`src/rtl/acc_pkg.sv`:
```
// ----------------------------------------------------------------------------
// acc_pkg
// Shared types and constants of the alarm clock controller.
// ----------------------------------------------------------------------------
package acc_pkg;

    localparam int UNIT_W = 32;

    localparam logic [3:0] SLOT_NONE  = 4'd8;
    localparam logic [5:0] GUARD_NONE = 6'd63;

    localparam logic [UNIT_W-1:0] MIN_PER_HOUR  = 32'd60;
    localparam logic [UNIT_W-1:0] HOURS_PER_DAY = 32'd24;

    localparam logic [19:0] RING_TIMEOUT_RST = 20'd60000;
    localparam logic [15:0] STEP0_RST        = 16'd100;
    localparam logic [15:0] STEP1_RST        = 16'd100;
    localparam logic [15:0] STEP2_RST        = 16'd100;
    localparam logic [15:0] STEP3_RST        = 16'd500;
    localparam logic [3:0]  TONE_MASK_RST    = 4'd5;

    typedef enum logic [2:0] {
        CFG_RING_TIMEOUT = 3'd0,
        CFG_STEP0        = 3'd1,
        CFG_STEP1        = 3'd2,
        CFG_STEP2        = 3'd3,
        CFG_STEP3        = 3'd4,
        CFG_TONE_MASK    = 3'd5
    } cfg_idx_t;

    typedef enum logic [1:0] {
        ACT_TICK    = 2'd0,
        ACT_DISMISS = 2'd1,
        ACT_SNOOZE  = 2'd2,
        ACT_WRITE   = 2'd3
    } action_t;

    typedef enum logic [1:0] {
        MODE_IDLE    = 2'd0,
        MODE_RINGING = 2'd1,
        MODE_SNOOZED = 2'd2
    } mode_t;

    typedef enum logic [1:0] {
        EV_NONE        = 2'd0,
        EV_SHOW_ALARM  = 2'd1,
        EV_SHOW_SNOOZE = 2'd2,
        EV_HIDE        = 2'd3
    } event_t;

    typedef enum logic [3:0] {
        ST_IDLE,
        ST_DISPATCH,
        ST_STEP_DIFF,
        ST_STEP_CMP,
        ST_RING_DIFF,
        ST_RING_CMP,
        ST_SNZ_MIN,
        ST_SNZ_HOUR,
        ST_SCAN,
        ST_DONE
    } state_t;

    typedef struct packed {
        logic       enabled;
        logic [4:0] hour;
        logic [5:0] minute;
    } slot_entry_t;

    typedef struct packed {
        logic [UNIT_W-1:0] diff;
        logic              borrow;
        logic              zero;
    } unit_res_t;

endpackage

```
`src/rtl/acc_sub_unit.sv`:
```
// ----------------------------------------------------------------------------
// acc_sub_unit
// Shared subtract and compare unit: difference, borrow and zero flag.
// ----------------------------------------------------------------------------
module acc_sub_unit
    import acc_pkg::*;
(
    input  logic [UNIT_W-1:0] op_a,
    input  logic [UNIT_W-1:0] op_b,
    output unit_res_t         res
);

    logic [UNIT_W:0] full_diff;

    assign full_diff  = {1'b0, op_a} - {1'b0, op_b};
    assign res.diff   = full_diff[UNIT_W-1:0];
    assign res.borrow = full_diff[UNIT_W];
    assign res.zero   = (full_diff[UNIT_W-1:0] == '0);

endmodule

```
`src/rtl/acc_slot_table.sv`:
```
// ----------------------------------------------------------------------------
// acc_slot_table
// Alarm slot table with per-slot same-minute retrigger guards.
// ----------------------------------------------------------------------------
module acc_slot_table
    import acc_pkg::*;
#(
    parameter int SLOTS = 8,
    parameter int IDX_W = 3
) (
    input  logic             aclk,
    input  logic             aresetn,
    input  logic             tbl_wr_en,
    input  logic [IDX_W-1:0] tbl_wr_idx,
    input  slot_entry_t      tbl_wr_entry,
    input  logic             grd_wr_en,
    input  logic [5:0]       grd_wr_val,
    input  logic [IDX_W-1:0] rd_idx,
    output slot_entry_t      rd_entry,
    output logic [5:0]       rd_guard
);

    slot_entry_t entry_reg [SLOTS];
    logic [5:0]  guard_reg [SLOTS];

    always_ff @(posedge aclk) begin
        if (!aresetn) begin
            for (int i = 0; i < SLOTS; i++) begin
                entry_reg[i] <= '0;
                guard_reg[i] <= GUARD_NONE;
            end
        end else begin
            if (tbl_wr_en) begin
                entry_reg[tbl_wr_idx] <= tbl_wr_entry;
            end
            if (grd_wr_en) begin
                guard_reg[rd_idx] <= grd_wr_val;
            end
        end
    end

    assign rd_entry = entry_reg[rd_idx];
    assign rd_guard = guard_reg[rd_idx];

endmodule

```
`src/rtl/alarm_clock_controller_top.sv`:
```
// ----------------------------------------------------------------------------
// alarm_clock_controller_top
// Alarm controller: slot table scan, snooze, buzzer pattern and timeout.
// ----------------------------------------------------------------------------
// Input beats arrive on s_t*: s_tuser carries the action (tick, dismiss,
// snooze, slot write), s_tdata the time, millisecond count and slot fields.
// Each accepted beat yields exactly one result beat on m_t*.
// A small sequencer drives one shared 32-bit subtract/compare unit:
//   tick while ringing : two modular differences, two compares
//   tick otherwise     : one slot per cycle through the table, stopping at
//                        a match or after the last slot
//   snooze             : iterative mod-60 and mod-24 steps
//   dismiss, write     : handled in the dispatch state alone
// s_tready is high only while no beat is in work; it rises again in the
// cycle after a result is loaded into the output register.
// The output register holds a result until m_tready takes it; a new beat
// may be accepted and worked meanwhile, and its result waits for the slot.
// Reset (aresetn low, synchronous) restores the register defaults, disables
// all slots, clears the guards and leaves the block idle with no result.
// Configuration writes (cfg_wr_en) take effect at once and are meant for
// idle periods; indexes beyond the register list are dropped.
// ----------------------------------------------------------------------------
module alarm_clock_controller_top
    import acc_pkg::*;
#(
    parameter int ALARM_SLOTS = 8
) (
    input  logic        aclk,
    input  logic        aresetn,
    input  logic        cfg_wr_en,
    input  logic [2:0]  cfg_index,
    input  logic [19:0] cfg_data,
    input  logic        s_tvalid,
    output logic        s_tready,
    // hour_now, cur_minute, now_ms, snooze_len, slot, alarm_hour,
    // alarm_minute, alarm_enabled, zero fill
    input  logic [71:0] s_tdata,
    // action
    input  logic [1:0]  s_tuser,
    output logic        m_tvalid,
    input  logic        m_tready,
    // buzz_on, popup_event, popup_hour, popup_minute, popup_slot,
    // alarm_mode, ringing_slot, any_enabled
    output logic [23:0] m_tdata
);

    localparam int IDX_W = (ALARM_SLOTS > 1) ? $clog2(ALARM_SLOTS) : 1;
    localparam logic [IDX_W-1:0] LAST_IDX = IDX_W'(ALARM_SLOTS - 1);

    state_t state_reg, state_next;

    action_t     act_reg;
    logic [4:0]  ch_reg;
    logic [5:0]  cm_reg;
    logic [31:0] now_reg;
    logic [7:0]  snz_reg;
    logic [2:0]  wslot_reg;
    slot_entry_t wentry_reg;

    logic [19:0] timeout_reg;
    logic [15:0] step_ms_reg [4];
    logic [3:0]  tone_mask_reg;

    mode_t       mode_reg, mode_next;
    logic [3:0]  cur_slot_reg, cur_slot_next;
    logic        snz_pend_reg, snz_pend_next;
    logic [4:0]  snz_hour_reg, snz_hour_next;
    logic [5:0]  snz_min_reg, snz_min_next;
    logic [31:0] ring_start_reg, ring_start_next;
    logic [1:0]  pat_step_reg, pat_step_next;
    logic [31:0] step_start_reg, step_start_next;
    logic        buzzer_reg, buzzer_next;
    logic        seen_reg, seen_next;

    event_t      ev_reg, ev_next;
    logic [4:0]  ph_reg, ph_next;
    logic [5:0]  pm_reg, pm_next;
    logic [2:0]  ps_reg, ps_next;
    logic [31:0] diff_reg, diff_next;
    logic [8:0]  min_acc_reg, min_acc_next;
    logic [5:0]  hr_acc_reg, hr_acc_next;
    logic [IDX_W-1:0] scan_idx_reg, scan_idx_next;

    logic        m_tvalid_reg, m_tvalid_next;
    logic [23:0] m_tdata_reg, m_tdata_next;

    logic [UNIT_W-1:0] op_a, op_b;
    unit_res_t         unit_res;

    logic             tbl_wr_en;
    logic [IDX_W-1:0] tbl_wr_idx;
    logic             grd_wr_en;
    logic [5:0]       grd_wr_val;
    slot_entry_t      rd_entry;
    logic [5:0]       rd_guard;

    logic s_accept;
    logic [1:0] next_step;

    assign s_tready = (state_reg == ST_IDLE);
    assign s_accept = s_tvalid && s_tready;
    assign m_tvalid = m_tvalid_reg;
    assign m_tdata  = m_tdata_reg;
    assign next_step = pat_step_reg + 2'd1;

    acc_sub_unit u_unit (
        .op_a (op_a),
        .op_b (op_b),
        .res  (unit_res)
    );

    acc_slot_table #(
        .SLOTS (ALARM_SLOTS),
        .IDX_W (IDX_W)
    ) u_table (
        .aclk         (aclk),
        .aresetn      (aresetn),
        .tbl_wr_en    (tbl_wr_en),
        .tbl_wr_idx   (tbl_wr_idx),
        .tbl_wr_entry (wentry_reg),
        .grd_wr_en    (grd_wr_en),
        .grd_wr_val   (grd_wr_val),
        .rd_idx       (scan_idx_reg),
        .rd_entry     (rd_entry),
        .rd_guard     (rd_guard)
    );

    always_ff @(posedge aclk) begin
        if (s_accept) begin
            act_reg           <= action_t'(s_tuser);
            ch_reg            <= s_tdata[4:0];
            cm_reg            <= s_tdata[10:5];
            now_reg           <= s_tdata[42:11];
            snz_reg           <= s_tdata[50:43];
            wslot_reg         <= s_tdata[53:51];
            wentry_reg.hour   <= s_tdata[58:54];
            wentry_reg.minute <= s_tdata[64:59];
            wentry_reg.enabled <= s_tdata[65];
        end
    end

    always_ff @(posedge aclk) begin
        if (!aresetn) begin
            timeout_reg    <= RING_TIMEOUT_RST;
            step_ms_reg[0] <= STEP0_RST;
            step_ms_reg[1] <= STEP1_RST;
            step_ms_reg[2] <= STEP2_RST;
            step_ms_reg[3] <= STEP3_RST;
            tone_mask_reg  <= TONE_MASK_RST;
        end else if (cfg_wr_en) begin
            case (cfg_index)
                CFG_RING_TIMEOUT: timeout_reg    <= cfg_data;
                CFG_STEP0:        step_ms_reg[0] <= cfg_data[15:0];
                CFG_STEP1:        step_ms_reg[1] <= cfg_data[15:0];
                CFG_STEP2:        step_ms_reg[2] <= cfg_data[15:0];
                CFG_STEP3:        step_ms_reg[3] <= cfg_data[15:0];
                CFG_TONE_MASK:    tone_mask_reg  <= cfg_data[3:0];
                default: ;
            endcase
        end
    end

    always_ff @(posedge aclk) begin
        if (!aresetn) begin
            state_reg      <= ST_IDLE;
            mode_reg       <= MODE_IDLE;
            cur_slot_reg   <= SLOT_NONE;
            snz_pend_reg   <= 1'b0;
            snz_hour_reg   <= '0;
            snz_min_reg    <= '0;
            ring_start_reg <= '0;
            pat_step_reg   <= '0;
            step_start_reg <= '0;
            buzzer_reg     <= 1'b0;
            seen_reg       <= 1'b0;
            scan_idx_reg   <= '0;
            m_tvalid_reg   <= 1'b0;
        end else begin
            state_reg      <= state_next;
            mode_reg       <= mode_next;
            cur_slot_reg   <= cur_slot_next;
            snz_pend_reg   <= snz_pend_next;
            snz_hour_reg   <= snz_hour_next;
            snz_min_reg    <= snz_min_next;
            ring_start_reg <= ring_start_next;
            pat_step_reg   <= pat_step_next;
            step_start_reg <= step_start_next;
            buzzer_reg     <= buzzer_next;
            seen_reg       <= seen_next;
            scan_idx_reg   <= scan_idx_next;
            m_tvalid_reg   <= m_tvalid_next;
        end
    end

    always_ff @(posedge aclk) begin
        ev_reg      <= ev_next;
        ph_reg      <= ph_next;
        pm_reg      <= pm_next;
        ps_reg      <= ps_next;
        diff_reg    <= diff_next;
        min_acc_reg <= min_acc_next;
        hr_acc_reg  <= hr_acc_next;
        m_tdata_reg <= m_tdata_next;
    end

    always_comb begin
        unique case (state_reg)
            ST_STEP_DIFF: begin
                op_a = now_reg;
                op_b = step_start_reg;
            end
            ST_STEP_CMP: begin
                op_a = diff_reg;
                op_b = UNIT_W'(step_ms_reg[pat_step_reg]);
            end
            ST_RING_DIFF: begin
                op_a = now_reg;
                op_b = ring_start_reg;
            end
            ST_RING_CMP: begin
                op_a = UNIT_W'(timeout_reg);
                op_b = diff_reg;
            end
            ST_SNZ_MIN: begin
                op_a = UNIT_W'(min_acc_reg);
                op_b = MIN_PER_HOUR;
            end
            ST_SNZ_HOUR: begin
                op_a = UNIT_W'(hr_acc_reg);
                op_b = HOURS_PER_DAY;
            end
            ST_SCAN: begin
                op_a = UNIT_W'({rd_entry.hour, rd_entry.minute});
                op_b = UNIT_W'({ch_reg, cm_reg});
            end
            default: begin
                op_a = '0;
                op_b = '0;
            end
        endcase
    end

    always_comb begin
        state_next      = state_reg;
        mode_next       = mode_reg;
        cur_slot_next   = cur_slot_reg;
        snz_pend_next   = snz_pend_reg;
        snz_hour_next   = snz_hour_reg;
        snz_min_next    = snz_min_reg;
        ring_start_next = ring_start_reg;
        pat_step_next   = pat_step_reg;
        step_start_next = step_start_reg;
        buzzer_next     = buzzer_reg;
        seen_next       = seen_reg;
        ev_next         = ev_reg;
        ph_next         = ph_reg;
        pm_next         = pm_reg;
        ps_next         = ps_reg;
        diff_next       = diff_reg;
        min_acc_next    = min_acc_reg;
        hr_acc_next     = hr_acc_reg;
        scan_idx_next   = scan_idx_reg;
        m_tvalid_next   = m_tvalid_reg;
        m_tdata_next    = m_tdata_reg;
        tbl_wr_en       = 1'b0;
        tbl_wr_idx      = IDX_W'(32'(wslot_reg));
        grd_wr_en       = 1'b0;
        grd_wr_val      = GUARD_NONE;

        if (m_tvalid_reg && m_tready) begin
            m_tvalid_next = 1'b0;
        end

        unique case (state_reg)
            ST_IDLE: begin
                if (s_accept) begin
                    state_next = ST_DISPATCH;
                end
            end
            ST_DISPATCH: begin
                ev_next    = EV_NONE;
                ph_next    = '0;
                pm_next    = '0;
                ps_next    = '0;
                state_next = ST_DONE;
                unique case (act_reg)
                    ACT_TICK: begin
                        if (mode_reg == MODE_RINGING) begin
                            state_next = ST_STEP_DIFF;
                        end else if (snz_pend_reg && ch_reg == snz_hour_reg &&
                                     cm_reg == snz_min_reg) begin
                            snz_pend_next   = 1'b0;
                            mode_next       = MODE_RINGING;
                            ring_start_next = now_reg;
                            ev_next         = EV_SHOW_SNOOZE;
                            ph_next         = snz_hour_reg;
                            pm_next         = snz_min_reg;
                        end else begin
                            seen_next     = 1'b0;
                            scan_idx_next = '0;
                            state_next    = ST_SCAN;
                        end
                    end
                    ACT_DISMISS: begin
                        if (mode_reg != MODE_IDLE) begin
                            buzzer_next   = 1'b0;
                            mode_next     = MODE_IDLE;
                            cur_slot_next = SLOT_NONE;
                            snz_pend_next = 1'b0;
                            ev_next       = EV_HIDE;
                        end
                    end
                    ACT_SNOOZE: begin
                        if (mode_reg == MODE_RINGING) begin
                            min_acc_next = 9'(cm_reg) + 9'(snz_reg);
                            hr_acc_next  = 6'(ch_reg);
                            state_next   = ST_SNZ_MIN;
                        end
                    end
                    ACT_WRITE: begin
                        tbl_wr_en = (32'(wslot_reg) < ALARM_SLOTS);
                    end
                endcase
            end
            ST_STEP_DIFF: begin
                diff_next  = unit_res.diff;
                state_next = ST_STEP_CMP;
            end
            ST_STEP_CMP: begin
                if (!unit_res.borrow) begin
                    step_start_next = now_reg;
                    pat_step_next   = next_step;
                    buzzer_next     = tone_mask_reg[next_step];
                end
                state_next = ST_RING_DIFF;
            end
            ST_RING_DIFF: begin
                diff_next  = unit_res.diff;
                state_next = ST_RING_CMP;
            end
            ST_RING_CMP: begin
                if (unit_res.borrow) begin
                    buzzer_next   = 1'b0;
                    mode_next     = MODE_IDLE;
                    cur_slot_next = SLOT_NONE;
                    snz_pend_next = 1'b0;
                    ev_next       = EV_HIDE;
                end
                state_next = ST_DONE;
            end
            ST_SNZ_MIN: begin
                if (!unit_res.borrow) begin
                    min_acc_next = unit_res.diff[8:0];
                    hr_acc_next  = hr_acc_reg + 6'd1;
                end else begin
                    state_next = ST_SNZ_HOUR;
                end
            end
            ST_SNZ_HOUR: begin
                if (!unit_res.borrow) begin
                    hr_acc_next = unit_res.diff[5:0];
                end else begin
                    snz_hour_next = hr_acc_reg[4:0];
                    snz_min_next  = min_acc_reg[5:0];
                    snz_pend_next = 1'b1;
                    buzzer_next   = 1'b0;
                    mode_next     = MODE_SNOOZED;
                    ev_next       = EV_HIDE;
                    state_next    = ST_DONE;
                end
            end
            ST_SCAN: begin
                if (scan_idx_reg == LAST_IDX) begin
                    state_next = ST_DONE;
                end else begin
                    scan_idx_next = scan_idx_reg + IDX_W'(1);
                end
                if (rd_entry.enabled) begin
                    seen_next = 1'b1;
                    if (rd_guard != cm_reg) begin
                        grd_wr_en = 1'b1;
                        if (unit_res.zero) begin
                            grd_wr_val      = cm_reg;
                            cur_slot_next   = 4'(scan_idx_reg);
                            mode_next       = MODE_RINGING;
                            ring_start_next = now_reg;
                            ev_next         = EV_SHOW_ALARM;
                            ph_next         = rd_entry.hour;
                            pm_next         = rd_entry.minute;
                            ps_next         = 3'(scan_idx_reg);
                            state_next      = ST_DONE;
                        end
                    end
                end
            end
            ST_DONE: begin
                if (!m_tvalid_reg || m_tready) begin
                    m_tvalid_next = 1'b1;
                    m_tdata_next  = {seen_reg, cur_slot_reg, mode_reg, ps_reg,
                                     pm_reg, ph_reg, ev_reg, buzzer_reg};
                    state_next    = ST_IDLE;
                end
            end
            default: begin
                state_next = ST_IDLE;
            end
        endcase
    end

endmodule

```
`config.mk`:
```
export PLATFORM = sky130hd
export DESIGN_NAME = alarm_clock_controller_top
export DESIGN_NICKNAME = d
export VERILOG_FILES = /design/src/rtl/acc_pkg.sv /design/src/rtl/acc_sub_unit.sv /design/src/rtl/acc_slot_table.sv /design/src/rtl/alarm_clock_controller_top.sv
export SDC_FILE = /design/constraint.sdc
export NUM_CORES = 1
export LEC_CHECK = 0
export BUFFER_PORTS_ARGS = -buffer_cell sky130_fd_sc_hd__buf_2
export CELL_PAD_IN_SITES_DETAIL_PLACEMENT = 0
export CELL_PAD_IN_SITES_GLOBAL_PLACEMENT = 1
export CORE_MARGIN = 2
export CORE_UTILIZATION = 50
export CTS_CLUSTER_SIZE = 25
export DETAILED_ROUTE_END_ITERATION = 8
export PLACE_DENSITY = 0.84
export SYNTH_ARGS = -nofsm -noshare
export SYNTH_HDL_FRONTEND = slang
export SYNTH_HIERARCHICAL = 1
export SYNTH_SLANG_ARGS = --single-unit
```
`constraint.sdc`:
```
create_clock -name aclk -period 6.9 [get_ports aclk]
set_input_delay 0.345 -clock aclk [delete_from_list [all_inputs] [get_ports aclk]]
set_output_delay 0.345 -clock aclk [all_outputs]
set_load 0.02 [all_outputs]
```
==> results.txt <==
Worst Tran Pin Value: 1.18 ns
most crowded layer after global routing: met2
final wirelength: 60200 µm
Total GRT Usage: 25.0%
Mapped Cells: 2013
Leak: 9.99 nW
max-slew violations: 0
wire length per cell: 21.3 µm
Post-synth EDFFs: 363
RSZ-0062 raised after global routing: false
die area: 48100 µm²
Clk pwr share: 33.8%
Final Skew: 0.0126 ns
met1 track demand over resource: 34.9%
FFs w/ async S/R, synth: 0%
hold depth: 3
part of the power in registers: 42.1%
status: finished clean
Core Rows: 78
cell taking the most area after synthesis: edfxtp_1
crit-path max FO: 65
Mapped Avg Cell Area: 11.5 µm²
CP Data Required Time: 7.34 ns
CP Capture Type: flop
core box area: 45600 µm²
Max Cap Violations: 0
largest net degree at the start of global routing: 69
Clock Path Buffers: 3
post-route ant nets: 0
vias in the first global route: 16100
root cell of the clock tree: clkbuf_16
Inserted Clock Buffers: 51
initial antenna violation count: 0
starting DRC count in detailed routing: 1644
die width: 219 µm
Pre-Repair DR Iteration Count: 7
Yosys cell types: 79
hold_ws: 0.0342 ns
clock latency on the worst-skew pair: 0.60 ns
crit path kind: flop to flop
Post-Syn Nets: 2158
achievable frequency: 0.154 GHz
Hold EP: timeout_reg[11]
setup tns final: 0 ns
DR vias/cell: 5.88
R2R depth: 22
M2 GR Usage: 40.5%
Area after DPL: 24400 µm²
Final Critical Period: 6.48 ns
final worst-path cycle share: 93.9%
Comb power frac: 24.1%
Slew Limit Headroom: 20.7%
I/O Pins: 128
prevailing post-synth register cell: edfxtp_1
Worst EP arrival: 6.92 ns
IO Port Bufs: 121
Fin. Hold Viols: 0
number of flip-flops in the largest register: 96
gpl congestion: 0.896
share of layout cells above drive strength 1: 14.8%
Yosys top cell area share: 47.0%
Hold Path Class: input pin to flop
drt drc: 0
Hold Startpoint: cfg_data[11]
met3 usage: 3.88%
Clock Sinks: 483
P_sw: 2.64 mW
CTS H-tree depth: 2
first-pass GRT wire length: 92400 µm
Area Overhead vs Synth: 16.2%
reg-to-reg startpoint: scan_idx_reg[0]
nets@finish: 2328
Sw Ratio: 30.1%
Power Dens Cells: 326 nW/µm²
maximum vdd drop: 0.000213 V
worst r2r dst: ring_start_reg[13]
Initial Util: 50.9%
post-route cell area: 26900 µm²
clock slew at reported path FFs: 0.06 ns
r2r setup slk: 0.42 ns
P_int: 6.13 mW
# diodes: 0
flops & latches, synth: 483
largest cells by area after synthesis: edfxtp_1, dfxtp_1, nand2_1
fillers: 3661
sequential area share after synthesis: 57.4%
hpwl dp: 40200 µm
startpoint types: flop
grt total ovfl: 0
final setup fails: 0
Vias: 16600
die height: 219 µm
CTS tree: yes
Synth Warn #: 6
cell area after synthesis: 23200 µm²
==> synthesized netlist by cell type (all sizes together), types with 3 or more instances <==
master / number
a31oi: 9
nand3b: 6
a211o: 6
xnor2: 30
clkbuf: 80
o211ai: 7
ha: 41
a22o: 23
o21ai: 93
nand3: 78
a21oi: 109
or2: 13
a21o: 15
a2111oi: 3
and3: 10
a211oi: 8
nand2b: 18
nor4b: 4
nor3: 19
nor2b: 12
o31ai: 14
o21a: 9
mux2: 13
nor2: 94
nand2: 288
a22oi: 42
mux4: 52
inv: 58
or3: 55
edfxtp: 363
nor4: 5
a222oi: 21
nor3b: 4
nand4: 7
mux2i: 29
buf: 44
dfxtp: 120
and2: 158
o2111ai: 4
xor2: 20
o32a: 4
==> power by group through the flow <==
| stage | clock network (mW) | registers [mW] | logic [mW] |
|---|---|---|---|
| after floorplan | 0 | 3.67 | 1.49 |
| after global placement | 0 | 3.74 | 2.02 |
| after detailed placement | 0 | 3.75 | 2.04 |
| after CTS | 3.01 | 3.69 | 2.09 |
| after global routing | 3.12 | 3.72 | 2.28 |
| final | 2.97 | 3.69 | 2.12 |
==> per-stage QoR <==
| stage | util (%) | total power [mW] | cells | worst slack [ns] |
|---|---|---|---|---|
| final | 59.1 | 8.78 | 2824 | 0.421 |
| after global routing | 59.1 | 9.12 | 2824 | 0.0273 |
| after CTS | 59.1 | 8.80 | 2823 | 0.236 |
| after detailed placement | 53.5 | 5.79 | 2657 | 0.291 |
| after global placement | 53.5 | 5.76 | 2657 | 0.324 |
| after floorplan | - | 5.16 | 2013 | 1.12 |
==> routing by layer <==
metal,vias to the layer above,wire length [µm]
li1,7724,-
met1,8123,26200
met3,105,4210
met5,-,0
met4,0,1620
met2,653,28200
==> how the worst max path moves through the flow <==
stage                    start            endpoint  cells past startpoint
4_1_cts        scan_idx_reg[0]  ring_start_reg[13]                     20
6_report       scan_idx_reg[0]  ring_start_reg[13]                     22
3_3_place_gp   scan_idx_reg[0]  ring_start_reg[25]                     21
3_5_place_dp   scan_idx_reg[0]  ring_start_reg[13]                     20
5_1_grt        scan_idx_reg[0]  ring_start_reg[13]                     22
2_1_floorplan     state_reg[3]           ph_reg[0]                     21
==> layout make-up <==
type	instances	area [µm²]	area share [%]
Multi-Input combinational cell	1347	9150	34.0
Sequential cell	483	13300	49.4
Timing Repair Buffer	241	1700	6.32
Clock inverter	33	453	1.68
Clock buffer	61	1360	5.03
Tap cell	600	751	2.79
Inverter	59	221	0.822
==> worst max-delay path, stage by stage, from the launching register on <==
cell and delay (ns):
dfxtp_2 0.53, buf_4 0.32, mux4_1 0.57, mux2_2 0.35
a22oi_1 0.18, nand3_1 0.12, ha_1 0.30, nor2b_1 0.15
o2111ai_1 0.23, and3_1 0.35, o21ai_1 0.18, a2111oi_1 0.49
o31ai_1 0.17, xor2_1 0.20, or4_4 0.55, nor4b_4 0.25
buf_4 0.19, nor2_1 0.06, a31oi_2 0.31, o211ai_4 0.10
buf_4 0.36, nand3_1 0.19, o21ai_0 0.11
==> cell families after synthesis <==
family,Yosys count,share of synthesized area [%]
xor gates and xnor gates,50,1.89
buffers and inverters,183,3.45
and+or+nand+nor,781,16.8
adders and majority gates,43,2.38
DFF,483,57.4
muxes,94,7.37
AOI/OAI and AO/OA,379,10.7
==> timing repair <==
item                                    CTS  global route
gates resized for setup                   0             3
setup buffers                             0             1
hold endpoints to repair                 72             0
endpoints found under the setup margin    0            85
hold buffers                             72             0
==> layout by cell type, fill, tap and decap left out, types with 14 or more instances in the layout <==
master / synthesis / final
mux4_2: 25 / 25
a222oi_1: 21 / 21
nand2_1: 288 / 288
inv_1: 58 / 58
o31ai_1: 14 / 14
nor2_1: 94 / 93
ha_1: 41 / 41
buf_4: 4 / 48
nand3_1: 78 / 78
buf_2: 24 / 120
edfxtp_1: 363 / 363
or3_1: 55 / 55
xnor2_1: 30 / 30
and2_1: 157 / 156
mux2i_1: 29 / 29
o21ai_0: 83 / 80
nand2b_1: 18 / 18
a21oi_1: 107 / 107
nor3_1: 19 / 17
a22o_1: 23 / 23
dfxtp_1: 120 / 119
clkbuf_16: 0 / 53
a22oi_1: 42 / 42
xor2_1: 20 / 20
dlygate4sd3_1: 0 / 72
mux4_1: 27 / 27
Power figures use the tool's default switching activity.
